<file path="config.mk">
export PLATFORM = sky130hd
export DESIGN_NAME = lsrk_alu
export DESIGN_NICKNAME = d
export VERILOG_FILES = /design/src/design/lsrk_pkg.sv /design/src/design/lsrk_alu.sv
export SDC_FILE = /design/constraint.sdc
export NUM_CORES = 2
export LEC_CHECK = 0
export BUFFER_PORTS_ARGS = -buffer_cell sky130_fd_sc_hd__clkbuf_2
export CAP_MARGIN = 15
export CORE_ASPECT_RATIO = 0.8
export CORE_UTILIZATION = 35
export CTS_CLUSTER_SIZE = 20
export DETAILED_ROUTE_END_ITERATION = 8
export RECOVER_POWER = 25
export SYNTH_ARGS = -nofsm -noshare
export SYNTH_HDL_FRONTEND = slang
export SYNTH_SLANG_ARGS = --single-unit
</file>
<file path="constraint.sdc">
create_clock -name clk -period 12.7 [get_ports clk]
set_input_delay 1.27 -clock clk [delete_from_list [all_inputs] [get_ports clk]]
set_output_delay 1.27 -clock clk [all_outputs]
set_load 0.01 [all_outputs]
</file>
<file path="src/design/lsrk_pkg.sv">
package lsrk_pkg;

	localparam int OPW = 65;
	localparam int MAG_W = 64;
	localparam int OUT_W = 47;
	localparam int INDEX_OUT_W = 32;
	localparam int CFG_DATA_W = 47;
	localparam int CFG_IDX_W = 3;
	localparam int PC_W = 7;

	typedef logic [CFG_IDX_W-1:0] cfg_idx_t;

	localparam cfg_idx_t CFG_GROWTH_RATE = 3'd0;
	localparam cfg_idx_t CFG_INVERSE_CAPACITY = 3'd1;
	localparam cfg_idx_t CFG_SECRETION_RATE = 3'd2;
	localparam cfg_idx_t CFG_CONSUMPTION_RATE = 3'd3;
	localparam cfg_idx_t CFG_TIME_STEP = 3'd4;
	localparam cfg_idx_t CFG_INITIAL_POPULATION = 3'd5;
	localparam cfg_idx_t CFG_INITIAL_CONCENTRATION = 3'd6;

	localparam logic [31:0] GROWTH_RATE_RST = 32'd2197815;
	localparam logic [39:0] INVERSE_CAPACITY_RST = 40'd10995116;
	localparam logic [31:0] SECRETION_RATE_RST = 32'd671089;
	localparam logic [31:0] CONSUMPTION_RATE_RST = 32'd33554432;
	localparam logic [31:0] TIME_STEP_RST = 32'd838861;
	localparam logic [46:0] INITIAL_POPULATION_RST = 47'd327680000;
	localparam logic [46:0] INITIAL_CONCENTRATION_RST = 47'd0;

	typedef enum logic [3:0] {
		OP_MOV,
		OP_ADD,
		OP_SUB,
		OP_RSUB,
		OP_ADDPOS,
		OP_FIX,
		OP_LOAD,
		OP_MUL,
		OP_DIV6,
		OP_SNAP,
		OP_END
	} op_t;

	typedef enum logic [3:0] {
		SRC_REG,
		SRC_K,
		SRC_INVK,
		SRC_M,
		SRC_KX,
		SRC_DT,
		SRC_ONE,
		SRC_N0,
		SRC_X0
	} src_t;

	typedef enum logic [1:0] {
		SH_RATE,
		SH_HALF,
		SH_INV,
		SH_FRAC
	} shift_t;

	typedef logic [3:0] reg_idx_t;
	typedef logic [PC_W-1:0] pc_t;

	localparam reg_idx_t R_N = 4'd0;
	localparam reg_idx_t R_X = 4'd1;
	localparam reg_idx_t R_YN = 4'd2;
	localparam reg_idx_t R_YX = 4'd3;
	localparam reg_idx_t R_SN = 4'd4;
	localparam reg_idx_t R_SX = 4'd5;
	localparam reg_idx_t R_KN = 4'd6;
	localparam reg_idx_t R_KX = 4'd7;
	localparam reg_idx_t R_T0 = 4'd8;
	localparam reg_idx_t R_T1 = 4'd9;
	localparam reg_idx_t R_T2 = 4'd10;

	localparam pc_t PC_LOAD = 7'd0;
	localparam pc_t PC_SNAP = 7'd2;

	typedef struct packed {
		op_t op;
		reg_idx_t a;
		src_t bsrc;
		reg_idx_t b;
		reg_idx_t dst;
		shift_t sh;
	} uop_t;

	typedef struct packed {
		logic start;
		op_t op;
		shift_t sh;
	} alu_req_t;

	typedef struct packed {
		logic done;
		logic sat;
	} alu_rsp_t;

	typedef struct packed {
		logic restart;
	} tick_word_t;

	typedef struct packed {
		logic [OUT_W-1:0] population;
		logic [OUT_W-1:0] concentration;
		logic [INDEX_OUT_W-1:0] step_index;
		logic saturated;
	} sample_word_t;

	function automatic uop_t mk(op_t op, reg_idx_t a, src_t bsrc, reg_idx_t b, reg_idx_t dst,
		shift_t sh);
		uop_t u;
		u.op = op;
		u.a = a;
		u.bsrc = bsrc;
		u.b = b;
		u.dst = dst;
		u.sh = sh;
		return u;
	endfunction

	// The step program: reload, snapshot, four derivative passes, then the update.
	function automatic uop_t ucode(pc_t pc);
		uop_t prog [2**PC_W];
		int n;
		reg_idx_t yn;
		reg_idx_t yx;
		shift_t psh;
		for (int k = 0; k < 2**PC_W; k++) begin
			prog[k] = mk(OP_END, R_N, SRC_REG, R_X, R_T0, SH_RATE);
		end
		n = 0;
		prog[n] = mk(OP_LOAD, R_N, SRC_N0, R_N, R_N, SH_RATE); n++;
		prog[n] = mk(OP_LOAD, R_X, SRC_X0, R_X, R_X, SH_RATE); n++;
		prog[n] = mk(OP_SNAP, R_N, SRC_REG, R_X, R_T0, SH_RATE); n++;
		for (int s = 0; s < 4; s++) begin
			yn = (s == 0) ? R_N : R_YN;
			yx = (s == 0) ? R_X : R_YX;
			psh = (s == 3) ? SH_RATE : SH_HALF;
			if (s > 0) begin
				prog[n] = mk(OP_MUL, R_KN, SRC_DT, R_T0, R_T2, psh); n++;
				prog[n] = mk(OP_ADD, R_N, SRC_REG, R_T2, R_YN, SH_RATE); n++;
				prog[n] = mk(OP_MUL, R_KX, SRC_DT, R_T0, R_T2, psh); n++;
				prog[n] = mk(OP_ADD, R_X, SRC_REG, R_T2, R_YX, SH_RATE); n++;
			end
			prog[n] = mk(OP_MUL, yn, SRC_INVK, R_T0, R_T0, SH_INV); n++;
			prog[n] = mk(OP_RSUB, R_T0, SRC_ONE, R_T0, R_T0, SH_RATE); n++;
			prog[n] = mk(OP_MUL, yn, SRC_K, R_T0, R_T1, SH_RATE); n++;
			prog[n] = mk(OP_MUL, R_T1, SRC_REG, R_T0, R_T1, SH_FRAC); n++;
			prog[n] = mk(OP_FIX, R_T1, SRC_REG, yn, R_KN, SH_RATE); n++;
			prog[n] = mk(OP_MUL, yn, SRC_M, R_T0, R_T0, SH_RATE); n++;
			prog[n] = mk(OP_MUL, yx, SRC_KX, R_T0, R_T2, SH_RATE); n++;
			prog[n] = mk(OP_SUB, R_T0, SRC_REG, R_T2, R_T0, SH_RATE); n++;
			prog[n] = mk(OP_FIX, R_T0, SRC_REG, yx, R_KX, SH_RATE); n++;
			if (s == 0) begin
				prog[n] = mk(OP_MOV, R_KN, SRC_REG, R_T0, R_SN, SH_RATE); n++;
				prog[n] = mk(OP_MOV, R_KX, SRC_REG, R_T0, R_SX, SH_RATE); n++;
			end else if (s < 3) begin
				prog[n] = mk(OP_ADD, R_KN, SRC_REG, R_KN, R_T2, SH_RATE); n++;
				prog[n] = mk(OP_ADD, R_SN, SRC_REG, R_T2, R_SN, SH_RATE); n++;
				prog[n] = mk(OP_ADD, R_KX, SRC_REG, R_KX, R_T2, SH_RATE); n++;
				prog[n] = mk(OP_ADD, R_SX, SRC_REG, R_T2, R_SX, SH_RATE); n++;
			end else begin
				prog[n] = mk(OP_ADD, R_SN, SRC_REG, R_KN, R_SN, SH_RATE); n++;
				prog[n] = mk(OP_ADD, R_SX, SRC_REG, R_KX, R_SX, SH_RATE); n++;
			end
		end
		prog[n] = mk(OP_MUL, R_SN, SRC_DT, R_T0, R_T0, SH_RATE); n++;
		prog[n] = mk(OP_DIV6, R_T0, SRC_REG, R_T0, R_T0, SH_RATE); n++;
		prog[n] = mk(OP_ADDPOS, R_N, SRC_REG, R_T0, R_N, SH_RATE); n++;
		prog[n] = mk(OP_MUL, R_SX, SRC_DT, R_T0, R_T0, SH_RATE); n++;
		prog[n] = mk(OP_DIV6, R_T0, SRC_REG, R_T0, R_T0, SH_RATE); n++;
		prog[n] = mk(OP_ADDPOS, R_X, SRC_REG, R_T0, R_X, SH_RATE); n++;
		return prog[pc];
	endfunction

endpackage

</file>
<file path="src/design/lsrk_alu.sv">
module lsrk_alu
	import lsrk_pkg::*;
#(
	parameter int VALUE_WIDTH = 48,
	parameter int VALUE_FRAC_BITS = 16
) (
	input  logic clk,
	input  logic arst_n,
	input  alu_req_t req,
	input  logic [VALUE_WIDTH-1:0] a,
	input  logic [OPW-1:0] b,
	output alu_rsp_t rsp,
	output logic [VALUE_WIDTH-1:0] result
);

	localparam int VW = VALUE_WIDTH;
	localparam int PROD_W = 2 * MAG_W;
	localparam int RND_W = PROD_W + 1;
	localparam int DIV_STEPS = (VW + 1 + 7) / 8;
	localparam int DIV_BITS = DIV_STEPS * 8;
	localparam int CNT_W = $clog2(DIV_STEPS);
	localparam logic [VW-1:0] VMAX = {1'b0, {(VW - 1){1'b1}}};
	localparam logic [VW-1:0] VMIN = {1'b1, {(VW - 1){1'b0}}};

	typedef enum logic [2:0] {A_IDLE, A_MUL, A_RND, A_FIN, A_DIV} alu_state_t;

	alu_state_t state_q;
	op_t op_q;
	shift_t sh_q;
	logic done_q;
	logic sat_q;
	logic neg_q;
	logic [CNT_W-1:0] cnt_q;
	logic [MAG_W-1:0] ma_q;
	logic [MAG_W-1:0] mb_q;
	logic [PROD_W-1:0] acc_q;
	logic [VW-1:0] mag_q;
	logic [VW-1:0] result_q;
	logic [DIV_BITS-1:0] div_q;
	logic [DIV_BITS-1:0] quo_q;
	logic [2:0] rem_q;

	logic [VW-1:0] b_v;
	logic [VW-1:0] a_abs;
	logic [OPW-1:0] b_abs;
	logic [VW:0] sum_add;
	logic [VW:0] sum_sub;
	logic [VW:0] sum_rsub;
	logic [VW:0] s_sel;
	logic s_ovf;
	logic [VW-1:0] s_val;
	logic [VW-1:0] simple_res;
	logic simple_sat;
	logic [31:0] a_part;
	logic [31:0] b_part;
	logic [63:0] pp;
	logic [PROD_W-1:0] pp_sh;
	logic [5:0] sh_amt;
	logic [RND_W-1:0] rounded;
	logic [RND_W-1:0] lim;
	logic [3:0] dt;
	logic [2:0] dr;
	logic [7:0] qb;
	logic [2:0] rem_next;
	logic [DIV_BITS-1:0] quo_next;
	logic [VW:0] div_in;

	always_comb begin
		b_v = b[VW-1:0];
		a_abs = a[VW-1] ? (~a + 1'b1) : a;
		b_abs = b[OPW-1] ? (~b + 1'b1) : b;
		div_in = {1'b0, a_abs} + (VW + 1)'(3);
		sum_add = {a[VW-1], a} + {b_v[VW-1], b_v};
		sum_sub = {a[VW-1], a} - {b_v[VW-1], b_v};
		sum_rsub = {b_v[VW-1], b_v} - {a[VW-1], a};
		case (req.op) inside
			OP_SUB: s_sel = sum_sub;
			OP_RSUB: s_sel = sum_rsub;
			default: s_sel = sum_add;
		endcase
		s_ovf = s_sel[VW] != s_sel[VW-1];
		s_val = s_ovf ? (s_sel[VW] ? VMIN : VMAX) : s_sel[VW-1:0];
		simple_res = a;
		simple_sat = 1'b0;
		case (req.op) inside
			OP_ADD, OP_SUB, OP_RSUB: begin
				simple_res = s_val;
				simple_sat = s_ovf;
			end
			OP_ADDPOS: begin
				simple_res = s_val[VW-1] ? '0 : s_val;
				simple_sat = s_ovf;
			end
			OP_FIX: begin
				simple_res = (a[VW-1] && (b_v[VW-1] || b_v == '0)) ? '0 : a;
			end
			OP_LOAD: begin
				if (b > OPW'(VMAX)) begin
					simple_res = VMAX;
					simple_sat = 1'b1;
				end else begin
					simple_res = b_v;
				end
			end
			default: simple_res = a;
		endcase
	end

	always_comb begin
		a_part = cnt_q[0] ? ma_q[63:32] : ma_q[31:0];
		b_part = cnt_q[1] ? mb_q[63:32] : mb_q[31:0];
		pp = {32'b0, a_part} * {32'b0, b_part};
		case (cnt_q[1:0])
			2'd0: pp_sh = PROD_W'(pp);
			2'd3: pp_sh = PROD_W'(pp) << 64;
			default: pp_sh = PROD_W'(pp) << 32;
		endcase
		case (sh_q)
			SH_RATE: sh_amt = 6'd24;
			SH_HALF: sh_amt = 6'd25;
			SH_INV: sh_amt = 6'd40;
			default: sh_amt = 6'(VALUE_FRAC_BITS);
		endcase
		rounded = ({1'b0, acc_q} + (RND_W'(1) << (sh_amt - 6'd1))) >> sh_amt;
		lim = RND_W'(VMAX) + RND_W'(neg_q);
	end

	always_comb begin
		dr = rem_q;
		qb = '0;
		dt = '0;
		for (int i = 0; i < 8; i++) begin
			dt = {dr, div_q[DIV_BITS-1-i]};
			if (dt >= 4'd6) begin
				qb[7-i] = 1'b1;
				dr = 3'(dt - 4'd6);
			end else begin
				dr = dt[2:0];
			end
		end
		rem_next = dr;
		quo_next = {quo_q[DIV_BITS-9:0], qb};
	end

	always_ff @(posedge clk or negedge arst_n) begin
		if (!arst_n) begin
			state_q <= A_IDLE;
			op_q <= OP_MOV;
			sh_q <= SH_RATE;
			done_q <= 1'b0;
			sat_q <= 1'b0;
			neg_q <= 1'b0;
			cnt_q <= '0;
			ma_q <= '0;
			mb_q <= '0;
			acc_q <= '0;
			mag_q <= '0;
			result_q <= '0;
			div_q <= '0;
			quo_q <= '0;
			rem_q <= '0;
		end else begin
			done_q <= 1'b0;
			unique case (state_q)
				A_IDLE: begin
					if (req.start) begin
						op_q <= req.op;
						sh_q <= req.sh;
						sat_q <= 1'b0;
						cnt_q <= '0;
						if (req.op == OP_MUL) begin
							ma_q <= MAG_W'(a_abs);
							mb_q <= b_abs[MAG_W-1:0];
							neg_q <= a[VW-1] ^ b[OPW-1];
							acc_q <= '0;
							state_q <= A_MUL;
						end else if (req.op == OP_DIV6) begin
							div_q <= DIV_BITS'(div_in);
							quo_q <= '0;
							rem_q <= '0;
							neg_q <= a[VW-1];
							state_q <= A_DIV;
						end else begin
							result_q <= simple_res;
							sat_q <= simple_sat;
							done_q <= 1'b1;
						end
					end
				end
				A_MUL: begin
					acc_q <= acc_q + pp_sh;
					cnt_q <= cnt_q + 1'b1;
					if (cnt_q[1:0] == 2'd3) begin
						state_q <= A_RND;
					end
				end
				A_RND: begin
					if (rounded > lim) begin
						mag_q <= lim[VW-1:0];
						sat_q <= 1'b1;
					end else begin
						mag_q <= rounded[VW-1:0];
					end
					state_q <= A_FIN;
				end
				A_DIV: begin
					div_q <= div_q << 8;
					quo_q <= quo_next;
					rem_q <= rem_next;
					cnt_q <= cnt_q + 1'b1;
					if (cnt_q == CNT_W'(DIV_STEPS - 1)) begin
						mag_q <= quo_next[VW-1:0];
						state_q <= A_FIN;
					end
				end
				A_FIN: begin
					result_q <= neg_q ? (~mag_q + 1'b1) : mag_q;
					done_q <= 1'b1;
					state_q <= A_IDLE;
				end
				default: state_q <= A_IDLE;
			endcase
		end
	end

	assign rsp.done = done_q;
	assign rsp.sat = sat_q;
	assign result = result_q;

`ifndef NO_ASSERTIONS
	a_done_single: assert property (@(posedge clk) disable iff (!arst_n)
		done_q |=> !done_q)
		else $error("alu done held for more than one cycle");
	a_start_idle: assert property (@(posedge clk) disable iff (!arst_n)
		req.start |-> state_q == A_IDLE)
		else $error("alu started while busy");
	a_addpos_nonneg: assert property (@(posedge clk) disable iff (!arst_n)
		done_q && op_q == OP_ADDPOS |-> !result_q[VW-1])
		else $error("clamped state update is negative");
`endif

endmodule

</file>
**Word level (Yosys, flattened, before mapping)**

Index checks and enable logic that the tools add are counted.

- Logic and storage cells: 182
- Output and inout bits: 50
- Flip-flop bits (word level): 446

- Mux-type cells: 80
- Equal/unequal tests: 26
- Bitwise logic cells: 4
- Magnitude comparators: 10
- Shift operators: 2
- Multiply operators: 1
- Reduce and logical (&&, ||, !) cells: 25
- $add $sub $neg: 20

Operators by type and width:

| operator | number |
|---|---|
| 48-bit 2-to-1 mux | 15 |
| 128-bit one-hot mux with 2 select lines | 2 |
| 128-bit 2-to-1 mux | 2 |
| 48-bit one-hot mux with 2 select lines | 2 |
| 56-bit 2-to-1 mux | 3 |
| 128-bit by 129-bit adder with 129-bit output | 1 |
| 129-bit by 48-bit > comparator with 1-bit output | 1 |
| 1-bit by 6-bit left shift with 129-bit output (first input constant) | 1 |
| 129-bit by 6-bit >> shifter with 129-bit output | 1 |
| 128-bit adder | 1 |
| 40-bit 2-to-1 mux | 3 |
| 56-bit one-hot mux with 2 select lines | 1 |
| 49-bit 2-to-1 mux | 2 |
| 48-bit by 48-bit subtractor with 49-bit output | 2 |
| 48-bit by 1-bit adder with 48-bit output (second input constant) | 2 |
| 48-bit NOT | 2 |
| 40-bit one-hot mux with 2 select lines | 1 |
| 65-bit by 47-bit > comparator with 1-bit output (second input constant) | 1 |
| 64-bit by 1-bit adder with 64-bit output (second input constant) | 1 |
| 32-bit by 32-bit multiplier with 64-bit output | 1 |
| 32-bit 2-to-1 mux | 2 |
| 64-bit 2-to-1 mux | 1 |
| 64-bit NOT | 1 |
| 3-bit 2-to-1 mux | 17 |
| other kinds (37) | 102 |

**Logic depth before layout (Yosys ltp)**

- Depth after elaboration: 18
- Gate-level depth with buffers: 55
- Mapped depth without buffers: 50

**Least setup slack after synthesis**

No wires, ideal clock.

- Path kind: register -> register
- Start: register cnt_q[1]
- End: register acc_q[125]
- Setup time: 0.133 ns
- Cell stages (with the launch flop): 52
- Data arrival time: 13.351 ns
- Clock period less this slack: 13.484 ns
- Required time: 12.567 ns
- Slack: -0.784 ns
- Buffers on the path: 5
- Path through: dfrtp_1 -> clkbuf_1 -> buf_1 -> mux2i_1 -> clkbuf_1 -> nor2_1 -> fa_1 -> fa_1 -> fa_1 -> inv_1 -> fa_1 -> inv_1 -> fa_1 -> fa_1 -> fa_1 -> inv_1 -> fa_1 -> inv_1 -> (+16 left out) -> a22o_1 -> ha_1 -> clkbuf_1 -> a21oi_1 -> o21ai_0 -> o31a_1 -> o2111ai_1 -> a32oi_1 -> o2111ai_1 -> and3_1 -> o311a_1 -> o21ai_0 -> a31oi_1 -> o21ai_0 -> nand4_1 -> nand2_1 -> xnor2_1 -> o21ai_0

- Longest elaborated chain between the ends: 5
- Elaborated cells on any way between the ends: 7

Ends and longest elaborated chain:

| element | line | text |
|---|---|---|
| start: declaration | lsrk_alu.sv:33 | `logic [CNT_W-1:0] cnt_q;` |
| start signal: assignment | lsrk_alu.sv:192 | `cnt_q <= cnt_q + 1'b1;` |
| start signal: assignment | lsrk_alu.sv:210 | `cnt_q <= cnt_q + 1'b1;` |
| 32-bit 2-to-1 mux | lsrk_alu.sv:111 | `b_part = cnt_q[1] ? mb_q[63:32] : mb_q[31:0];` |
| 32-bit by 32-bit multiplier with 64-bit output | lsrk_alu.sv:112 | `pp = {32'b0, a_part} * {32'b0, b_part};` |
| 128-bit one-hot mux with 2 select lines (*) | lsrk_alu.sv:113 | `case (cnt_q[1:0])` |
| 128-bit adder (*) | lsrk_alu.sv:191 | `acc_q <= acc_q + pp_sh;` |
| 128-bit one-hot mux with 2 select lines (*) | lsrk_alu.sv:164 | `unique case (state_q)` |
| end signal: assignment | lsrk_alu.sv:191 |  |
| end: declaration | lsrk_alu.sv:36 | `logic [PROD_W-1:0] acc_q;` |

Every way passes the cells marked *; elsewhere a longest branch is shown, timed or not.
A chain may end at the register's enable or synchronous reset.

**Worst setup path after layout**

- Start: register cnt_q[1]
- End: register acc_q[124]

Same word-level chain as after synthesis.

==> summary.txt <==
Floorplan
  – Die footprint: approximately 220000 µm²
  – Std-Cell Rows: ~150
  – Initial Util: 35.4%
  – Area of the core: 218000 µm²
  – Chip Height: 422 µm
  – IO Count: 172
  – Die Wd: 527 µm

Placed design
  – Port Buf Inserts: ~170
  – GPL Wtd Cong: around 1.1
  – Post-DP HPWL: approximately 280 mm
  – Dpl cells: approximately 13000

STA
  – Min Tclk post-route: between 10 and 15 ns
  – Setup ws final: -0.0549 ns
  – RSZ-0062 raised after global routing: true
  – Final period util: 100%
  – Relative slew slack: -279%
  – Worst clock skew: about 0.043 ns
  – Fin. Hold Viols: 0
  – Worst slew pin tran: about 5.7 ns
  – Max Clock Freq: between 0.07 and 0.08 GHz
  – Count of final setup violators: 3
  – Final Max Slew Viols: about 350

Global route
  – Gr usage total: roughly 30%
  – Initial antenna violation count: 23
  – Grt total ovfl: 0
  – Global-route wire length before repair: 501 mm
  – Vias in the first global route: 74500
  – Pin count of the biggest net entering global routing: 162

Clock tree
  – Reg clk slew, reported paths: ~0.090 ns
  – H-tree depth: 2
  – TritonCTS buffer count: 49
  – CTS tree: yes
  – # clock sinks: between 400 and 500
  – Skew-Pair Late Insertion Delay: ~0.69 ns
  – Clock Tree Root: clkbuf_16
  – CTS Buffer Depth: 3

Routing
  – Via/cell ratio: 5.72
  – Vias: 76300
  – Detailed-route wire length: approximately 340 mm
  – Initial DRC count: around 8800
  – Avg WL per Cell: approximately 26 µm
  – Final ANT Viol Nets: 0
  – Detailed-route DRC error count: 0
  – Initial DRT Pass Iterations: 8

Synthesis
  – YS warnings: 0
  – Prevailing post-synth register cell: dfrtp_1
  – FF+latch count, synth: approximately 450
  – Post-synth ARST share: between 90% and 100%
  – Post-Syn Instances: between 9000 and 10000
  – Sequential area share after synthesis: between 10 and 15%
  – Number of synthesized flops with an enable pin: 0
  – Avg Cell Area, Syn: about 8.0 µm²
  – Mapped Area: just under 80000 µm²
  – Number of library cell types mapped by synthesis: 95

Final layout
  – Register area: ~11000 µm²
  – Synthesis-to-finish area growth: 17.9%
  – Leading cell type in the layout, fill and taps excluded: nand2_1
  – Share of cells above drive strength 1: between 15 and 20%
  – Post-route insts no fill: 13300
  – Nets: around 12000
  – Most frequent cells in the layout: 1297 x nand2_1, 1070 x inv_1, 900 x buf_4
  – Layout fillers: roughly 22000
  – Multi-input combinational cell area: between 60000 and 70000 µm²

Run status
  – Outcome: finished, violations left
  – Failing checks: capacitance limit, slew limit, setup timing

Worst setup path
  – Setup CP Type: reg -> reg
  – Startpoint Class: register
  – Worst Setup SP: cnt_q[1]
  – Setup crit end kind: register
  – Worst r2r src: cnt_q[1]
  – WP data required: roughly 13 ns
  – Worst Path Arrival: 13.33 ns
  – Slowest CP cell: fa_1
  – Crit path largest cell delay: slightly below 0.6 ns
  – Max FO, Critical Path: 5
  – Cell mode on critical path: fa_1

Hold path
  – Hold_sp: quo_q[38]
  – HP Class: reg -> reg

Job
  – Max-cap viol count: 4
## synth_stat cells (75+ instances only)
| cell | instances | area share [%] |
|---|---|---|
| nor2_1 | 934 | 4.5 |
| ha_1 | 567 | 9.2 |
| a21oi_1 | 434 | 2.8 |
| o31ai_1 | 76 | 0.74 |
| nand4_1 | 119 | 0.96 |
| inv_1 | 1086 | 5.3 |
| and3_1 | 77 | 0.62 |
| clkbuf_1 | 479 | 2.3 |
| dfrtp_1 | 446 | 14 |
| xnor2_1 | 356 | 4.0 |
| o21ai_0 | 644 | 4.2 |
| xor2_1 | 254 | 2.9 |
| and2_1 | 97 | 0.79 |
| a31oi_1 | 75 | 0.61 |
| fa_1 | 899 | 23 |
| nor3_1 | 145 | 0.94 |
| nand2b_1 | 100 | 0.81 |
| nand3_1 | 191 | 1.2 |
| nand2_1 | 1305 | 6.3 |
| a21o_1 | 174 | 1.7 |
| a211oi_1 | 75 | 0.73 |
## layer usage
metal | GRT usage (%) | wire length [µm]
met3 | 8.69 | 39400
met4 | 9.55 | 13400
met5 | 0 | 140
met1 | 43.2 | 148000
met2 | 43.0 | 140000
## final cells by class
cell class / instances / area share (%)
Antenna cell: 14 / 0.0385
Clock buffer: 54 / 1.40
Clock inverter: 38 / 0.514
Inverter: 1092 / 4.50
Multi-Input combinational cell: 7593 / 67.5
Sequential cell: 446 / 12.3
Tap cell: 2945 / 4.05
Timing Repair Buffer: 1155 / 9.71
## logic make-up after synthesis
logic type               after synthesis  synth area share (%)
flip-flops                           446                  14.4
XOR/XNOR                             610                  6.92
multiplexers                         113                  1.56
adder cells (fa/ha/maj)             1466                  32.5
other                                  1               0.00485
AND/OR/NAND/NOR                     3317                  19.5
buffers and inverters               1618                  7.91
AO/OA/AOI/OAI                       2075                  17.2
## worst paths after layout
check	endpoint	slack, ns	cells past startpoint
min in group asynchronous	acc_q[115]	2.67	1
max in group asynchronous	cnt_q[1]	3.71	2
worst min-delay path	quo_q[38]	0.47	2
worst min register to register	quo_q[38]	0.47	2
worst max-delay path	acc_q[124]	-0.05	52
worst max register to register	acc_q[124]	-0.05	52
## stage by stage
stage               instance area [µm²]  utilization (%)  worst slack [ns]  hold WS [ns]  setup TNS, ns
floorplan                         77400                -            0.0197         0.438              0
CTS                               90000             41.2           -0.0617         0.471         -0.115
finish                            91100             41.7           -0.0549         0.466        -0.0892
global route                      91100             41.7            -0.319         0.496          -5.44
detailed placement                87400             40.0            -0.740         0.458         -16.72
global placement                  87400             40.0            -0.576         0.451         -11.98
## flip-flops by register name (all words and copies together) (netlist names)
signal   flops
quo_q       40
rem_q        3
done_q       1
neg_q        1
sat_q        1
acc_q      128
state_q      3
div_q       56
mb_q        64
mag_q       48
ma_q        48
cnt_q        3
result      48
sh_q         2
## critical path: cells and delay by family, from the launching register on
| family | cells | cell delay [ns] |
|---|---|---|
| AO/OA/AOI/OAI | 19 | 3.92 |
| XOR/XNOR | 2 | 0.35 |
| adder cells (fa/ha/maj) | 10 | 4.42 |
| buffers and inverters | 11 | 1.20 |
| flip-flops | 1 | 0.51 |
| multiplexers | 1 | 0.26 |
| AND/OR/NAND/NOR | 9 | 1.98 |
## repair_timing
item | CTS | global route
setup endpoints to repair | 47 | 53
gates cloned | 1 | 0
hold buffers | 0 | 0
gates resized for setup | 114 | 232
pin swaps | 63 | 169
setup buffers | 29 | 30
Power is left out: the tool's default activity adds up to more than one toggle a clock period on the data nets, which glitch-free logic cannot reach.
